==> src/design/chc_pkg.sv <==
package chc_pkg;

	// Checksum window over the header
	localparam logic [8:0] SUM_FIRST = 9'h134;
	localparam logic [8:0] SUM_LAST  = 9'h14C;

	// ROM size codes at or above this value are invalid
	localparam logic [7:0] ROM_CODE_LIMIT = 8'h09;
	localparam logic [23:0] ROM_BASE_BYTES = 24'd32768;

	// Register indexes on the configuration port
	localparam logic [1:0] REG_TYPE_OFS = 2'd0;
	localparam logic [1:0] REG_ROM_OFS  = 2'd1;
	localparam logic [1:0] REG_RAM_OFS  = 2'd2;
	localparam logic [1:0] REG_SUM_OFS  = 2'd3;

	// Register reset values
	localparam logic [8:0] RST_TYPE_OFS = 9'h147;
	localparam logic [8:0] RST_ROM_OFS  = 9'h148;
	localparam logic [8:0] RST_RAM_OFS  = 9'h149;
	localparam logic [8:0] RST_SUM_OFS  = 9'h14D;

	// Mapper kinds
	localparam logic [2:0] MK_NONE        = 3'd0;
	localparam logic [2:0] MK_MBC1        = 3'd1;
	localparam logic [2:0] MK_MBC2        = 3'd2;
	localparam logic [2:0] MK_MBC3        = 3'd3;
	localparam logic [2:0] MK_MBC5        = 3'd4;
	localparam logic [2:0] MK_UNSUPPORTED = 3'd5;

	// Cartridge type codes
	localparam logic [7:0] CT_ROM_ONLY      = 8'h00;
	localparam logic [7:0] CT_MBC1          = 8'h01;
	localparam logic [7:0] CT_MBC1_RAM      = 8'h02;
	localparam logic [7:0] CT_MBC1_RAM_BAT  = 8'h03;
	localparam logic [7:0] CT_MBC2          = 8'h05;
	localparam logic [7:0] CT_MBC2_BAT      = 8'h06;
	localparam logic [7:0] CT_MBC3_TIM_BAT  = 8'h0F;
	localparam logic [7:0] CT_MBC3_TIM_RAM_BAT = 8'h10;
	localparam logic [7:0] CT_MBC3          = 8'h11;
	localparam logic [7:0] CT_MBC3_RAM      = 8'h12;
	localparam logic [7:0] CT_MBC3_RAM_BAT  = 8'h13;
	localparam logic [7:0] CT_MBC5          = 8'h19;
	localparam logic [7:0] CT_MBC5_RAM      = 8'h1A;
	localparam logic [7:0] CT_MBC5_RAM_BAT  = 8'h1B;

	// RAM size codes
	localparam logic [7:0] RC_NONE  = 8'h00;
	localparam logic [7:0] RC_8K    = 8'h02;
	localparam logic [7:0] RC_32K   = 8'h03;
	localparam logic [7:0] RC_128K  = 8'h04;
	localparam logic [7:0] RC_64K   = 8'h05;

	typedef struct packed {
		logic [7:0] run_sum;
		logic [7:0] type_code;
		logic [7:0] rom_code;
		logic [7:0] ram_code;
		logic [7:0] stored_sum;
	} hdr_state_t;

	typedef struct packed {
		logic [8:0] type_ofs;
		logic [8:0] rom_ofs;
		logic [8:0] ram_ofs;
		logic [8:0] sum_ofs;
	} hdr_cfg_t;

	typedef struct packed {
		logic        header_ok;
		logic        type_ok;
		logic        rom_ok;
		logic        ram_ok;
		logic        sum_match;
		logic [2:0]  mapper_kind;
		logic        has_ram;
		logic        has_battery;
		logic        has_timer;
		logic [23:0] rom_bytes;
		logic [17:0] ram_bytes;
	} hdr_result_t;

endpackage

==> src/design/chc_accum.sv <==
module chc_accum (
	input  logic                clk,
	input  logic                arst_n,
	input  logic                advance,
	input  logic [8:0]          byte_offset,
	input  logic [7:0]          byte_value,
	input  logic                last_byte,
	input  chc_pkg::hdr_cfg_t   cfg,
	output chc_pkg::hdr_state_t merged
);
	import chc_pkg::*;

	hdr_state_t state_q;

	// Fold the current word into the running sum and the captures
	always_comb begin
		merged = state_q;
		if (byte_offset >= SUM_FIRST && byte_offset <= SUM_LAST) begin
			merged.run_sum = state_q.run_sum - byte_value - 8'd1;
		end
		if (byte_offset == cfg.type_ofs) begin
			merged.type_code = byte_value;
		end
		if (byte_offset == cfg.rom_ofs) begin
			merged.rom_code = byte_value;
		end
		if (byte_offset == cfg.ram_ofs) begin
			merged.ram_code = byte_value;
		end
		if (byte_offset == cfg.sum_ofs) begin
			merged.stored_sum = byte_value;
		end
	end

	// Hold the header state; drop it after the last word
	always_ff @(posedge clk or negedge arst_n) begin
		if (!arst_n) begin
			state_q <= '0;
		end else if (advance) begin
			state_q <= last_byte ? '0 : merged;
		end
	end

endmodule

==> src/design/chc_decode.sv <==
module chc_decode (
	input  chc_pkg::hdr_state_t  hdr,
	output chc_pkg::hdr_result_t res
);
	import chc_pkg::*;

	logic        type_ok;
	logic [2:0]  kind;
	logic        ram_f;
	logic        bat_f;
	logic        tim_f;
	logic        rom_ok;
	logic        ram_code_ok;
	logic [17:0] ram_len;

	// Decode the cartridge type
	always_comb begin
		type_ok = 1'b1;
		kind    = MK_NONE;
		ram_f   = 1'b0;
		bat_f   = 1'b0;
		tim_f   = 1'b0;
		unique case (hdr.type_code)
			CT_ROM_ONLY: ;
			CT_MBC1: kind = MK_MBC1;
			CT_MBC1_RAM: begin
				kind = MK_MBC1; ram_f = 1'b1;
			end
			CT_MBC1_RAM_BAT: begin
				kind = MK_MBC1; ram_f = 1'b1; bat_f = 1'b1;
			end
			CT_MBC2: kind = MK_MBC2;
			CT_MBC2_BAT: begin
				kind = MK_MBC2; bat_f = 1'b1;
			end
			CT_MBC3_TIM_BAT: begin
				kind = MK_MBC3; tim_f = 1'b1; bat_f = 1'b1;
			end
			CT_MBC3_TIM_RAM_BAT: begin
				kind = MK_MBC3; tim_f = 1'b1; ram_f = 1'b1; bat_f = 1'b1;
			end
			CT_MBC3: kind = MK_MBC3;
			CT_MBC3_RAM: begin
				kind = MK_MBC3; ram_f = 1'b1;
			end
			CT_MBC3_RAM_BAT: begin
				kind = MK_MBC3; ram_f = 1'b1; bat_f = 1'b1;
			end
			CT_MBC5: kind = MK_MBC5;
			CT_MBC5_RAM: begin
				kind = MK_MBC5; ram_f = 1'b1;
			end
			CT_MBC5_RAM_BAT: begin
				kind = MK_MBC5; ram_f = 1'b1; bat_f = 1'b1;
			end
			default: begin
				type_ok = 1'b0;
				kind    = MK_UNSUPPORTED;
			end
		endcase
	end

	// Decode the RAM size code (the 0x02 entry is taken as 8 KiB)
	always_comb begin
		ram_code_ok = 1'b1;
		ram_len     = '0;
		unique case (hdr.ram_code)
			RC_NONE: ram_len = '0;
			RC_8K:   ram_len = 18'd8192;
			RC_32K:  ram_len = 18'd32768;
			RC_128K: ram_len = 18'd131072;
			RC_64K:  ram_len = 18'd65536;
			default: ram_code_ok = 1'b0;
		endcase
	end

	assign rom_ok = hdr.rom_code < ROM_CODE_LIMIT;

	// Assemble the result word
	always_comb begin
		res.type_ok     = type_ok;
		res.rom_ok      = rom_ok;
		res.ram_ok      = ram_f ? ram_code_ok : 1'b1;
		res.header_ok   = type_ok & rom_ok & (ram_f ? ram_code_ok : 1'b1);
		res.sum_match   = hdr.run_sum == hdr.stored_sum;
		res.mapper_kind = kind;
		res.has_ram     = ram_f;
		res.has_battery = bat_f;
		res.has_timer   = tim_f;
		res.rom_bytes   = rom_ok ? (ROM_BASE_BYTES << hdr.rom_code[3:0]) : '0;
		res.ram_bytes   = (ram_f && ram_code_ok) ? ram_len : '0;
	end

endmodule

==> src/design/cartridge_header_checker_top.sv <==
// Cartridge header checker.
// Input channel (in_valid/in_stall): one header word per transfer, made of
// byte_offset, byte_value and last_byte. Words in offsets 0x134..0x14C feed
// an 8-bit checksum; words at the four configured offsets are captured.
// Output channel (out_valid/out_stall): one result word per header, given for
// the input word that carries last_byte, with the decoded type, sizes,
// validity flags and the checksum compare.
// Configuration: cfg_we writes cfg_data into register cfg_index (0 type,
// 1 ROM code, 2 RAM code, 3 stored checksum offset); write only while idle.
// Timing: a word is registered at acceptance and folded into the header
// state as it leaves the input register, where a last word also loads the
// result register. One word is taken every cycle unless in_stall is high;
// the only limit is the single result register.
// Stall: while a result waits, words without last_byte keep flowing; a
// second last word waits in the input register, then in_stall rises.
// Reset: offsets return to 0x147, 0x148, 0x149 and 0x14D, the header state
// clears and both channels go empty. Header state clears after each result.
module cartridge_header_checker_top (
	input  logic        clk,
	input  logic        arst_n,
	input  logic        cfg_we,
	input  logic [1:0]  cfg_index,
	input  logic [8:0]  cfg_data,
	input  logic        in_valid,
	output logic        in_stall,
	input  logic [8:0]  byte_offset,
	input  logic [7:0]  byte_value,
	input  logic        last_byte,
	output logic        out_valid,
	input  logic        out_stall,
	output logic        header_ok,
	output logic        type_ok,
	output logic        rom_ok,
	output logic        ram_ok,
	output logic        sum_match,
	output logic [2:0]  mapper_kind,
	output logic        has_ram,
	output logic        has_battery,
	output logic        has_timer,
	output logic [23:0] rom_bytes,
	output logic [17:0] ram_bytes
);
	import chc_pkg::*;

	hdr_cfg_t    cfg_q;
	logic        valid_s1;
	logic [8:0]  offset_s1;
	logic [7:0]  value_s1;
	logic        last_s1;
	logic        out_free;
	logic        move_s1;
	logic        load_s1;
	hdr_state_t  merged;
	hdr_result_t res;
	logic        out_valid_q;
	hdr_result_t result_q;

	// Write the offset registers
	always_ff @(posedge clk or negedge arst_n) begin
		if (!arst_n) begin
			cfg_q.type_ofs <= RST_TYPE_OFS;
			cfg_q.rom_ofs  <= RST_ROM_OFS;
			cfg_q.ram_ofs  <= RST_RAM_OFS;
			cfg_q.sum_ofs  <= RST_SUM_OFS;
		end else if (cfg_we) begin
			unique case (cfg_index)
				REG_TYPE_OFS: cfg_q.type_ofs <= cfg_data;
				REG_ROM_OFS:  cfg_q.rom_ofs  <= cfg_data;
				REG_RAM_OFS:  cfg_q.ram_ofs  <= cfg_data;
				REG_SUM_OFS:  cfg_q.sum_ofs  <= cfg_data;
				default: ;
			endcase
		end
	end

	// Advance a word unless it is a last word with the result slot busy
	assign out_free = !out_valid_q || !out_stall;
	assign move_s1  = valid_s1 && (!last_s1 || out_free);
	assign load_s1  = !valid_s1 || move_s1;
	assign in_stall = !load_s1;

	// Input register
	always_ff @(posedge clk or negedge arst_n) begin
		if (!arst_n) begin
			valid_s1 <= 1'b0;
		end else if (load_s1) begin
			valid_s1 <= in_valid;
		end
	end

	always_ff @(posedge clk) begin
		if (load_s1 && in_valid) begin
			offset_s1 <= byte_offset;
			value_s1  <= byte_value;
			last_s1   <= last_byte;
		end
	end

	chc_accum u_accum (
		.clk         (clk),
		.arst_n      (arst_n),
		.advance     (move_s1),
		.byte_offset (offset_s1),
		.byte_value  (value_s1),
		.last_byte   (last_s1),
		.cfg         (cfg_q),
		.merged      (merged)
	);

	chc_decode u_decode (
		.hdr (merged),
		.res (res)
	);

	// Result register: load on a last word, drop once taken
	always_ff @(posedge clk or negedge arst_n) begin
		if (!arst_n) begin
			out_valid_q <= 1'b0;
		end else if (move_s1 && last_s1) begin
			out_valid_q <= 1'b1;
		end else if (!out_stall) begin
			out_valid_q <= 1'b0;
		end
	end

	always_ff @(posedge clk) begin
		if (move_s1 && last_s1) begin
			result_q <= res;
		end
	end

	assign out_valid   = out_valid_q;
	assign header_ok   = result_q.header_ok;
	assign type_ok     = result_q.type_ok;
	assign rom_ok      = result_q.rom_ok;
	assign ram_ok      = result_q.ram_ok;
	assign sum_match   = result_q.sum_match;
	assign mapper_kind = result_q.mapper_kind;
	assign has_ram     = result_q.has_ram;
	assign has_battery = result_q.has_battery;
	assign has_timer   = result_q.has_timer;
	assign rom_bytes   = result_q.rom_bytes;
	assign ram_bytes   = result_q.ram_bytes;

endmodule

==> config.mk <==
export PLATFORM = sky130hd
export DESIGN_NAME = cartridge_header_checker_top
export DESIGN_NICKNAME = d
export VERILOG_FILES = /design/src/design/chc_pkg.sv /design/src/design/chc_accum.sv /design/src/design/chc_decode.sv /design/src/design/cartridge_header_checker_top.sv
export SDC_FILE = /design/constraint.sdc
export NUM_CORES = 1
export LEC_CHECK = 0
export BUFFER_PORTS_ARGS = -buffer_cell sky130_fd_sc_hd__buf_4
export CORE_MARGIN = 2
export CORE_UTILIZATION = 33
export DETAILED_ROUTE_END_ITERATION = 16
export PLACE_DENSITY_LB_ADDON = 0.3
export SLEW_MARGIN = 20
export SYNTH_ARGS = -nofsm -noshare
export SYNTH_HDL_FRONTEND = slang
export SYNTH_SLANG_ARGS = --single-unit
==> constraint.sdc <==
create_clock -name clk -period 3.8 [get_ports clk]
set_input_delay 0.38 -clock clk [delete_from_list [all_inputs] [get_ports clk]]
set_output_delay 0.38 -clock clk [all_outputs]
set_load 0.02 [all_outputs]
==> impl_metrics.csv, run 1 <==
group,metric,value,unit
timing,rsz0062_at_grt,"no",
synthesis,synth_edf_count,42,
power_and_ir_drop,p_leak,3.11,nW
synthesis,ys_warn_count,0,
critical_path,regToRegSetupSlack,740,ps
drt,drc,0,
synthesis,yosys-top-cells-count,"dfrtp_1 (61), edfxtp_1 (42), nand2_1 (42)",
synthesis,yosysMostFrequentCell,"dfrtp_1",
layout,final_nets,676,
critical_path,cp_cell_sequence,"xor2_1, nor4_2, nand4_2, mux2i_2, a21oi_1, o21ai_4, nand3_2, and3_1",
grt,met3_usage,4.63,%
drt,drtPass1Iterations,8,
layout,layout-drive-gt1-share,26.1,%
layout,fin_cells,912,
drt,via_count,4572,
clocking,cts.sinks,120,
layout,fin_util,39.2,%
timing,worstMarginPinSlew,1060,ps
synthesis,synth-xor-area-share,6.66,%
status,status,"finished with violations",
hold_path,hold_path.class,"input port to async pin",
synthesis,ys.flop_type,"dfrtp_1",
grt,top_usage_layer,"met2",
place,port-buffer-count,59,
clocking,cts_tree,"done",
critical_path,critPathMaxStageDelay,560,ps
critical_path,worstPathMaxFanout,12,
synthesis,yosysTopAreaCell,"dfrtp_1",
layout,antenna_cells,0,
place,dp_hpwl,10.9,mm
die,fp.dieH,144,um
layout,fillers,1860,
synthesis,synth_compound_area_share,12.6,%
die,dieWidth,144,um
synthesis,syn_area,6440,um2
drt,viasPerCell,5.01,
synthesis,ys_types,65,
critical_path,crit_slowest_cell,"mux2i_2",
drt,drt_iter0_drc,289,
timing,slew_headroom,29.6,%
die,rows,51,
clocking,cts_root_buf,"clkbuf_16",
timing,final.setup.tns,0,ps
clocking,clock_path_buffers,2,
synthesis,synth_fa_ha_area_share,1.67,%
grt,grt_usage,15.2,%
die,die_area,20600,um2
place,place_inst,880,
layout,syn_to_final_growth,17.6,%
critical_path,cp.arrival,3220,ps
power_and_ir_drop,ir_drop,0.360,mV
clocking,htreeDepth,4,
timing,setup_viol,0,
grt,grt_pass1_wl,23.9,mm
timing,period_share,80.5,%
synthesis,seq_area_frac_synth,50.2,%
status,violations,"hold timing",
drt,wl_per_cell,16.6,um
synthesis,synthTopCellsByArea,"dfrtp_1 (24%), edfxtp_1 (20%), dfstp_2 (6.9%)",
drt,antenna_left,0,
grt,use_met1,19.4,%
timing,fmax,0.327,GHz
grt,grt_max_degree,79,
power_and_ir_drop,p_total,3.82,mW
clocking,post-cts-setup-buffers,0,
grt,grt_pass1_vias,4454,
critical_path,critPathCaptureType,"flop",
synthesis,ys_ff_latch,120,
synthesis,synth_top_area_share,23.7,%
timing,fin_worst_skew,9.07,ps
clocking,cts_hold_buf,0,
die,start_util,33.3,%
place,place_congestion,0.870,
grt,grt_overflow_total,0,
drt,drt_wl_total,15.1,mm
grt,grtUsageMet2,25.0,%
synthesis,synth_top_family_by_area,"simple AND/OR/NAND/NOR gates",
synthesis,synth-simple-area-share,13.1,%
synthesis,synth_mux_area_share,9.35,%
clocking,path_clk_slew,50,ps
clocking,post_cts_resized,0,
run,drv_cap,0,
timing,hold_viol_final,1,
clocking,clk_latency,420,ps
die,core_area,19300,um2
grt,grt_antenna_before_repair,0,
synthesis,syn_inst,576,
critical_path,critPathLaunchType,"flop",
critical_path,critPathRequiredTime,3970,ps
timing,whs,-1.45,ps
timing,drv_slew,0,
timing,fin_crit,3060,ps
power_and_ir_drop,power.density,504,nW/um2
critical_path,worstSetupPathType,"flop to flop",
synthesis,ys_async_sr_fraction,65.0,%
synthesis,synth.avg_cell_area,11.2,um2
die,ios,89,
clocking,cts_buffers,17,
-- stage by stage --
stage / cell area (um2) / hold slack (ps) / worst slack (ps)
global placement: 7040 / 467 / 914
detailed placement: 7040 / 476 / 742
floorplan: 6550 / 84.4 / 1070
finish: 7570 / -1.45 / 742
CTS: 7570 / 125 / 731
global route: 7570 / 72.5 / 543
-- report_power, final --
group | internal (mW) | switching [mW] | total, mW
logic | 0.334 | 0.403 | 0.737
registers | 1.52 | 0.130 | 1.65
clock network | 0.897 | 0.536 | 1.43
total | 2.75 | 1.07 | 3.82
-- final timing paths --
path | from | to | cells past startpoint
max | offset_s1[0] | header_ok | 8
min | arst_n | cfg_q[18] | 1
max reg2reg | offset_s1[0] | header_ok | 8
min reg2reg | u_accum.state_q[21] | u_accum.state_q[21] | 1
max in group asynchronous | arst_n | cfg_q[5] | 1
min in group clk | byte_offset[1] | offset_s1[1] | 1
-- critical path, delay by kind of cell, from the launching register on --
family / cells / cell delay [ps]
xor+xnor: 1 / 210
mux: 1 / 560
flops: 1 / 470
simple gates: 4 / 1180
compound gates: 2 / 370
-- registers in the layout (all words and copies together), names as in the netlist, 3 cells and up --
name,count
cfg_q,36
mapper_kind,3
offset_s1,9
ram_bytes,4
rom_bytes,9
u_accum.state_q,40
value_s1,8
-- per-layer routing --
metal  routed length (um)  part of all wire [%]
met2                 7290                    48
met4                  215                   1.4
met5                    0                     0
met3                  853                   5.6
met1                 6790                    45
-- cell families after synthesis --
group | after synthesis
xor gates and xnor gates | 49
muxes | 50
DFF | 120
adders and majority gates | 8
other | 1
buffers and inverters | 71
AOI/OAI and AO/OA | 117
and+or+nand+nor | 160
-- cells in the final DEF, fill, tap and decap left out, types with 4 or more instances in the layout --
| cell type | Yosys | routed |
|---|---|---|
| a21o_1 | 7 | 7 |
| a21oi_1 | 26 | 26 |
| a22o_1 | 9 | 9 |
| a22oi_1 | 11 | 11 |
| a32o_1 | 12 | 12 |
| and3_1 | 4 | 4 |
| buf_4 | 29 | 67 |
| clkbuf_1 | 19 | 7 |
| clkbuf_16 | 0 | 17 |
| clkbuf_8 | 0 | 4 |
| clkinv_2 | 0 | 4 |
| conb_1 | 1 | 29 |
| dfrtp_1 | 61 | 61 |
| dfstp_2 | 17 | 17 |
| edfxtp_1 | 42 | 42 |
| ha_1 | 7 | 7 |
| inv_1 | 13 | 13 |
| mux2_2 | 37 | 37 |
| mux2i_1 | 6 | 6 |
| nand2_1 | 42 | 42 |
| nand2b_1 | 6 | 6 |
| nand3_1 | 12 | 12 |
| nand3b_1 | 6 | 6 |
| nand4_1 | 4 | 4 |
| nor2_1 | 40 | 39 |
| nor3_1 | 17 | 17 |
| nor3b_1 | 5 | 4 |
| nor4_1 | 7 | 7 |
| o211ai_1 | 5 | 5 |
| o21ai_0 | 25 | 25 |
| xnor2_1 | 19 | 19 |
| xor2_1 | 30 | 30 |
-- final cells by class --
| type | instances | area [um2] | share of cell area, % |
|---|---|---|---|
| tap | 265 | 332 | 4.38 |
| multi-input combinational | 413 | 2910 | 38.5 |
| inverter | 14 | 52.6 | 0.694 |
| timing repair buffer | 68 | 514 | 6.79 |
| clock inverter | 4 | 20.0 | 0.264 |
| sequential | 120 | 3230 | 42.7 |
| clock buffer | 28 | 507 | 6.69 |
Note: power is estimated with default switching activity, not from simulation.
==> run 2, diff against run 1 <==
Clock period 3.8 ns to 2.96 ns, I/O delays scaled along.
==> run 2 against run 1 <==
The flow now finishes without violations. Clock power increased by 29%. Design area increased by 1.1%. Fmax up 16%. Core utilization up 0.42 points. First-iteration DRC count decreased by 9.0%. Final cell count rose by 1.3%. Sequential power is 28% higher. Sequential cell count is the same. Critical path depth is 4 higher. Critical path type unchanged.
==> impl_metrics.csv, run 2 (synthesis gave the netlist of run 1 again) <==
group,metric,value,unit
grt,grt_max_degree,79,
timing,drv_slew,0,
layout,syn_to_final_growth,18.8,%
grt,grt_pass1_wl,24.6,mm
place,dp_hpwl,11.1,mm
layout,antenna_cells,0,
grt,grt_pass1_vias,4673,
critical_path,critPathLaunchType,"flop",
critical_path,critPathCaptureType,"flop",
clocking,cts_root_buf,"clkbuf_16",
drt,drt_wl_total,15.2,mm
power_and_ir_drop,power.density,642,nW/um2
die,dieWidth,144,um
clocking,cts_buffers,17,
drt,viasPerCell,4.92,
drt,drt_iter0_drc,263,
clocking,clk_latency,410,ps
critical_path,worstPathMaxFanout,5,
power_and_ir_drop,p_leak,3.16,nW
clocking,post_cts_resized,0,
power_and_ir_drop,ir_drop,0.406,mV
layout,final_nets,688,
layout,largest-register,"u_accum.state_q",
timing,worstMarginPinSlew,724,ps
status,status,"completed",
timing,rsz0062_at_grt,"no",
drt,via_count,4546,
layout,top_regs,"u_accum.state_q (40), cfg_q (36)",
drt,wl_per_cell,16.4,um
drt,drc,0,
clocking,cts_tree,"done",
drt,drtPass1Iterations,5,
grt,grt_usage,15.6,%
layout,layout_common_cells,"buf_4 (78), dfrtp_1 (61), nand2_1 (42), edfxtp_1 (42), nor2_1 (39)",
timing,fin_worst_skew,10.1,ps
timing,fin_crit,2630,ps
clocking,path_clk_slew,50,ps
grt,grt_overflow_total,0,
layout,multi_input_area,2910,um2
timing,period_share,88.9,%
layout,layout-drive-gt1-share,26.6,%
critical_path,critPathRequiredTime,3220,ps
die,fp.dieH,144,um
place,place_congestion,0.857,
timing,final.setup.tns,0,ps
clocking,cts.sinks,120,
layout,seq_area,3230,um2
critical_path,cp.arrival,2890,ps
layout,fillers,1859,
hold_path,hold_path.class,"input port to flop",
die,start_util,33.3,%
die,die_area,20600,um2
layout,fin_util,39.6,%
critical_path,worstSetupPathType,"flop to flop",
grt,grt_antenna_before_repair,0,
clocking,cts_hold_buf,0,
die,core_area,19300,um2
timing,hold_viol_final,0,
clocking,htreeDepth,4,
clocking,clock_path_buffers,2,
die,ios,89,
timing,whs,58.4,ps
layout,largest_register_ffs,40,
clocking,post-cts-setup-buffers,0,
timing,fmax,0.380,GHz
place,port-buffer-count,59,
timing,slew_headroom,51.7,%
drt,antenna_left,0,
run,drv_cap,0,
layout,mostFrequentLayoutCell,"buf_4",
timing,setup_viol,0,
die,rows,51,
run 2: worst paths after layout:
path / startpoint / to / slack, ps / depth (start not counted)
max: value_s1[0] / sum_match / 330 / 12
min reg2reg: u_accum.state_q[23] / u_accum.state_q[23] / 500 / 1
max reg2reg: value_s1[0] / sum_match / 330 / 12
min in group asynchronous: arst_n / cfg_q[18] / 500 / 2
min: byte_offset[6] / offset_s1[6] / 60 / 1
max in group asynchronous: arst_n / u_accum.state_q[12] / 1980 / 2
run 2: per-layer routing:
layer | global-route usage, % | wire length [um] | vias up | part of all wire (%)
met4 | 5.16 | 220 | 0 | 1.4
met3 | 3.83 | 777 | 16 | 5.1
met1 | 19.6 | 6770 | 2223 | 45
met5 | 0 | 0 | - | 0
li1 | - | - | 2176 | -
met2 | 26.4 | 7430 | 131 | 49
run 2: worst max-delay path: stages (launching register included):
cell and delay (ps):
edfxtp_1 380, inv_1 150, ha_1 230, inv_1 70, fa_1 370, nand2b_1 200, a21o_1 180, a311oi_1 330
nor2_1 70, a21oi_1 150, xnor2_1 130, nand4_1 110, nor3_2 100
run 2: per-stage QoR:
| step | total power [mW] | instance area, um2 | setup WS (ps) | cells |
|---|---|---|---|---|
| floorplan | 2.83 | 6550 | 228 | 604 |
| CTS | 4.96 | 7640 | 322 | 923 |
| global placement | 3.07 | 7120 | 394 | 891 |
| detailed placement | 3.10 | 7120 | 359 | 891 |
| global route | 5.18 | 7650 | 118 | 924 |
| finish | 4.91 | 7650 | 329 | 924 |
run 2: area by class of cell:
type	instances	share of cell area (%)
sequential	120	42.3
multi-input combinational	413	38.0
timing repair buffer	80	7.93
clock buffer	27	6.18
tap	265	4.33
inverter	14	0.687
clock inverter	5	0.621
run 2: where the power goes:
part           switching, mW  internal (mW)
Clock                  0.679           1.17
Sequential             0.165           1.95
Combinational          0.516          0.436
